[src/rtl/gffra_pkg.sv]
`timescale 1ns / 1ps
// ----------------------------------------------------------------------------
// gffra_pkg
// Shared types and codes for the guarded first-fit range allocator.
// ----------------------------------------------------------------------------
package gffra_pkg;

   localparam int ADDR_W   = 48;
   localparam int XADDR_W  = 52;   // headroom for cursor + range + guards
   localparam int SIZE_W   = 40;
   localparam int OFF_W    = 12;
   localparam int PAGES_W  = 28;
   localparam int TOTAL_W  = 32;
   localparam int STATUS_W = 3;

   typedef enum logic [1:0] {
      MODE_ALLOC_NORMAL = 2'd0,
      MODE_ALLOC_DEVICE = 2'd1,
      MODE_FREE_NORMAL  = 2'd2,
      MODE_FREE_DEVICE  = 2'd3
   } mode_type;

   localparam logic [STATUS_W-1:0] STAT_OK        = 3'd0;
   localparam logic [STATUS_W-1:0] STAT_NOSPACE   = 3'd1;
   localparam logic [STATUS_W-1:0] STAT_ZERO      = 3'd2;
   localparam logic [STATUS_W-1:0] STAT_NOTFOUND  = 3'd3;
   localparam logic [STATUS_W-1:0] STAT_WRONGKIND = 3'd4;
   localparam logic [STATUS_W-1:0] STAT_FULL      = 3'd5;

   localparam logic CSR_WINDOW_START = 1'b0;
   localparam logic CSR_WINDOW_END   = 1'b1;

   localparam logic [ADDR_W-1:0] WINDOW_END_RESET = 48'h2000_0000_0000;

   typedef struct packed {
      logic [ADDR_W-1:0]  start;
      logic [PAGES_W-1:0] pages;
      logic               device;
   } entry_type;

   typedef enum logic [3:0] {
      S_IDLE,
      S_DECODE,
      S_SCAN_RD,
      S_SCAN_CHK,
      S_FIT,
      S_INS_RD,
      S_INS_WR,
      S_INS_NEW,
      S_FREE_RD,
      S_FREE_CHK,
      S_REM_RD,
      S_REM_WR,
      S_REM_FIN
   } state_type;

endpackage

[src/rtl/gffra_table.sv]
`timescale 1ns / 1ps
// ----------------------------------------------------------------------------
// gffra_table
// Range table memory: one write port, one read port with registered data.
// ----------------------------------------------------------------------------
module gffra_table #(
   parameter int DEPTH = 64
) (
   input  logic                             clock,
   input  logic                             wr_en,
   input  logic [$clog2(DEPTH)-1:0]         wr_addr,
   input  gffra_pkg::entry_type             wr_data,
   input  logic [$clog2(DEPTH)-1:0]         rd_addr,
   output gffra_pkg::entry_type             rd_data
);

   gffra_pkg::entry_type mem [DEPTH];

   always_ff @(posedge clock) begin
      if (wr_en) begin
         mem[wr_addr] <= wr_data;
      end
      rd_data <= mem[rd_addr];
   end

endmodule
[config.mk]
export PLATFORM = sky130hd
export DESIGN_NAME = gffra_table
export DESIGN_NICKNAME = d
export VERILOG_FILES = /design/src/rtl/gffra_pkg.sv /design/src/rtl/gffra_table.sv
export SDC_FILE = /design/constraint.sdc
export NUM_CORES = 2
export LEC_CHECK = 0
export BUFFER_PORTS_ARGS = -buffer_cell sky130_fd_sc_hd__buf_4
export CAP_MARGIN = 10
export CORE_UTILIZATION = 33
export CTS_BUF_LIST = sky130_fd_sc_hd__clkbuf_8
export DETAILED_ROUTE_END_ITERATION = 8
export GPL_TIMING_DRIVEN = 0
export PLACE_DENSITY = 0.58
export SKIP_LAST_GASP = 1
export SLEW_MARGIN = 20
export SYNTH_ARGS = -nofsm -noshare
export SYNTH_HDL_FRONTEND = slang
export SYNTH_MEMORY_MAX_BITS = 65536
export SYNTH_SLANG_ARGS = --single-unit
[constraint.sdc]
create_clock -name clock -period 13.55 [get_ports clock]
set_input_delay 2.0325 -clock clock [delete_from_list [all_inputs] [get_ports clock]]
set_output_delay 2.0325 -clock clock [all_outputs]
set_load 0.005 [all_outputs]
== After elaboration in Yosys (flattened, before gate mapping) ==
Memory sizes are Yosys's and may differ from the RTL's. A register that Yosys moved wholly into a read port is not among the register bits.
Index checks and enable logic that the tools add are counted.
Storage, ports and cells
  flip-flop bits (word level): 0
  bits in latches: 0
  memory bits (writable): 4928
  bits in read-only memories: 0
  bits of input ports: 91
  output and inout bits: 77
  logic and storage cells: 3
  memories: 1
Cells by class
  add/sub/neg operators: 0
  multipliers: 0
  div/mod/pow operators: 0
  $lt $le $gt $ge: 0
  eq/ne operators: 0
  shift-type cells: 0
  muxes and demuxes: 2
  bitwise gates (word level): 0
  reduce and logical (&&, ||, !) cells: 0
Memory list
  mem: depth 64, width 77, read ports 1, clocked after memory_dff 1, wr ports 1, line gffra_table.sv:17  | gffra_pkg::entry_type mem [DEPTH];
Operators with widths (count)
  2-to-1 mux 1 bit: 2

== Longest topological paths before layout ==
  depth in word-level cells: 2
  depth in mapped cells: 10
  depth with buffers taken out: 5

== Worst setup path before layout ==
OpenSTA, ideal clock, no wires.
  kind: input to register
  start point: input wr_addr[3]
  end point: memory mem[48][0] (netlist bit), enable pin
  library setup time: 0.606 ns
  arrival: 7.776 ns
  required time: 12.944 ns
  slack: 5.167 ns
  cell stages on the path: 4
  path buffers: 1
  cell sequence: clkbuf_1 nor2b_1 nand4b_1 nor3_1
RTL lines
  start: declaration: line gffra_table.sv:11  | input logic [$clog2(DEPTH)-1:0] wr_addr,
  end: declaration: line gffra_table.sv:17
Straight into the memory's write port.

==> run_results.csv <==
group,metric,value,unit
die,die-area,573000,um^2
timing,min_period,5.37,ns
clocking,ctsHoldBuffers,0,
layout,layout.nets,9374,
hold_path,hp-class,"register to register",
drt,drc,0,
worst_setup_path,critical_path_arrival,6.49,ns
drt,drt_first_pass_iters,7,
layout,register_area,150000,um^2
synthesis,synth_top_flop_cell,"edfxtp_1",
synthesis,synth_edf_count,4928,
worst_setup_path,path_depth,9,
synthesis,synth_mux_area_frac,0.162,
synthesis,syn_inst,7948,
worst_setup_path,worstSetupEndpoint,"rd_data[72]$_DFF_P_",
synthesis,synth_adder_area_share,0,
timing,slew_viol_final,0,
synthesis,ys_ff_latch,5005,
worst_setup_path,r2r-start,"mem[22][48]$_DFFE_PP_",
synthesis,yosysWarnings,0,
worst_setup_path,crit_fanout,14,
layout,area_growth,18.2,%
place,place.port_buffers,161,
power,power.density,140,nW/um^2
die,rows,276,
worst_setup_path,cp.required,14.67,ns
timing,fin_crit_sh,0.396,
timing,hold_viol,0,
drt,drt-initial-drc-count,12700,
clocking,cts_tree,"yes",
drt,avgViaCountPerCell,5.45,
synthesis,synth_xor_area_frac,0,
worst_setup_path,cpPeakStageDelay,0.78,ns
layout,layout-drive-gt1-share,0.325,
worst_setup_path,r2r_end,"rd_data[48]$_DFF_P_",
synthesis,synth_top_family_by_area,"multiplexers",
worst_setup_path,end_kind,"register",
clocking,cts_buffer_depth,4,
clocking,root_buffer,"clkbuf_8",
synthesis,yosysSeqAreaShare,0.795,
grt,grt_pass1_wl,786000,um
synthesis,synth_nets,8039,
timing,rsz0062_at_grt,"false",
drt,ant_nets,0,
synthesis,synth_compound_area_frac,0.0217,
synthesis,syn_area_per_cell,23.7,um^2
run_status,outcome,"finished clean",
worst_setup_path,critPathLaunchType,"input port",
worst_setup_path,crit_family,"buffers and inverters",
worst_setup_path,ff2ff_setup_slack,10.59,ns
die,pin_count,168,
power,ir_worst_vdd,0.103,mV
drt,wl_per_cell,33.2,um
clocking,cts_setup_buffers,0,
timing,whs,0.969,ns
flow_run,max-cap-violations,0,
synthesis,syn-cell-area,188000,um^2
die,core-area,566000,um^2
timing,worst_pin_slew,1.27,ns
worst_setup_path,crit_start,"rd_addr[0]",
timing,max_slew_margin,0.152,
synthesis,ys_types,32,
place,gp_congestion,0.792,
die,die_w,757,um
clocking,clock-sinks,5005,
layout,multi_input_area,36900,um^2
layout,fill_cells,49600,
clocking,clk_pin_slew,0.06,ns
worst_setup_path,reg2regPathDepth,4,
synthesis,async_reset_ff_frac,0,
synthesis,synth-simple-area-share,0.00994,
worst_setup_path,worstPathCellList,"buf_2 -> buf_2 -> buf_2 -> buf_2 -> mux4_2 -> a22oi_1 -> nand2_1 -> nor3_1 -> nor3_2",
worst_setup_path,worstSetupPathType,"input port to register",
worst_setup_path,crit_buf_inv,4,
grt,grt_pass1_vias,97100,
drt,drt_wl_total,579000,um
clocking,clk_latency,1.33,ns
grt,grt_max_degree,65,
clocking,cts_buffers,792,
die,initial_utilization,0.332,
drt,vias,95100,
clocking,htree_levels,6,
timing,fmaxAchievable,0.186,GHz
timing,tns,0,ns
grt,antenna_found_initial,68,
worst_setup_path,crit_top_cell,"buf_2",
worst_setup_path,critPathSlowestCell,"buf_2",
power,leakage,69.6,nW
grt,overflow,0,
timing,setup-violations-final,0,
grt,track_usage,0.197,
place,hpwl,395000,um
die,die_h,757,um
clocking,cts-resized-gates,0,
timing,finClkSkew,0.0685,ns
per-layer routing:
layer  GRT usage  vias up  share of wire
li1            -    37100              -
met4      0.0735       26          0.039
met3      0.0456     1089          0.097
met1       0.250    51500           0.37
met5           0        -        0.00030
met2       0.332     5433           0.49
cell type report:
class                           instances  area share
Antenna cell                           53    0.000597
Buffer                                443     0.00947
Clock buffer                          808      0.0501
Clock inverter                        614      0.0163
Inverter                                1   0.0000169
Multi-Input combinational cell       2499       0.166
Sequential cell                      5005       0.673
Tap cell                             7506      0.0423
Timing Repair Buffer                  541      0.0419
cell usage after synthesis (4+ instances only):
master,n,share of area
nand3_1,50,0.0013
nor2_1,95,0.0019
clkbuf_1,198,0.0040
a22oi_1,230,0.0092
buf_6,7,0.00042
mux4_2,1263,0.15
o21ai_0,10,0.00027
dfxtp_1,77,0.0082
buf_2,143,0.0038
o22ai_1,103,0.0034
a21oi_1,185,0.0049
nand2b_1,5,0.00017
nor2b_1,11,0.00037
buf_4,41,0.0016
mux2_2,136,0.0081
nand3b_1,4,0.00016
a222oi_1,34,0.0018
o32ai_1,10,0.00047
nand2_1,188,0.0038
nor3_1,70,0.0019
buf_1,54,0.0011
edfxtp_1,4928,0.79
mux2i_1,50,0.0027
a31o_2,10,0.00047
a31oi_1,34,0.0011
sequential cells by signal, indices dropped and copies added (netlist names):
register and flops:
mem 4928, rd_data 77
where the power goes:
group	switching, mW	leakage, nW	internal [mW]
combinational	1.12	16.1	0.606
sequential	0.0392	45.0	17.1
clock	6.20	8.47	5.96
cells by family after synthesis:
kind of cell,Yosys count
multiplexers,1449
AO/OA/AOI/OAI,616
AND/OR/NAND/NOR,434
buffers and inverters,444
flip-flops,5005
layout by cell type (no fill, tap or decap), drive strengths merged, types with 77 or more instances in the layout:
cell	synthesis	final
edfxtp	4928	4928
buf	245	784
a21oi	185	185
nand2	188	188
clkbuf	198	1008
mux2	136	136
mux4	1263	1263
clkinv	1	276
o22ai	103	103
dfxtp	77	77
nor2	95	95
inv	0	308
a22oi	230	230
stage by stage:
| step | setup slack (ns) | std cells | util | power (mW) | instance area, um^2 |
|---|---|---|---|---|---|
| final | 8.18 | 17500 | 0.392 | 31.1 | 222000 |
| after floorplan | 5.17 | 7948 | - | 18.3 | 188000 |
| after CTS | 8.38 | 17400 | 0.392 | 31.3 | 222000 |
| after global routing | 8.20 | 17400 | 0.392 | 32.0 | 222000 |
| after detailed placement | 6.91 | 16000 | 0.366 | 19.2 | 207000 |
| after global placement | -2.45 | 15600 | 0.351 | 19.2 | 199000 |
worst register-to-register path: cells and delay by family (launching register included):
kind	cells	cell delay, ns
AO/OA/AOI/OAI	2	1.23
multiplexers	2	1.02
flip-flops	1	0.36
how the worst min path moves through the flow:
stage / to / slack, ns / cells past startpoint / startpoint
finish: rd_data[65]$_DFF_P_ / 0.97 / 4 / mem[56][65]$_DFFE_PP_
global route: rd_data[65]$_DFF_P_ / 1.01 / 4 / mem[56][65]$_DFFE_PP_
CTS: rd_data[69]$_DFF_P_ / 0.97 / 4 / mem[30][69]$_DFFE_PP_
detailed placement: rd_data[69]$_DFF_P_ / 0.97 / 4 / mem[15][69]$_DFFE_PP_
global placement: rd_data[69]$_DFF_P_ / 0.96 / 4 / mem[14][69]$_DFFE_PP_
floorplan: rd_data[20]$_DFF_P_ / 0.75 / 5 / mem[12][20]$_DFFE_PP_
(Power assumes the default switching activity.)
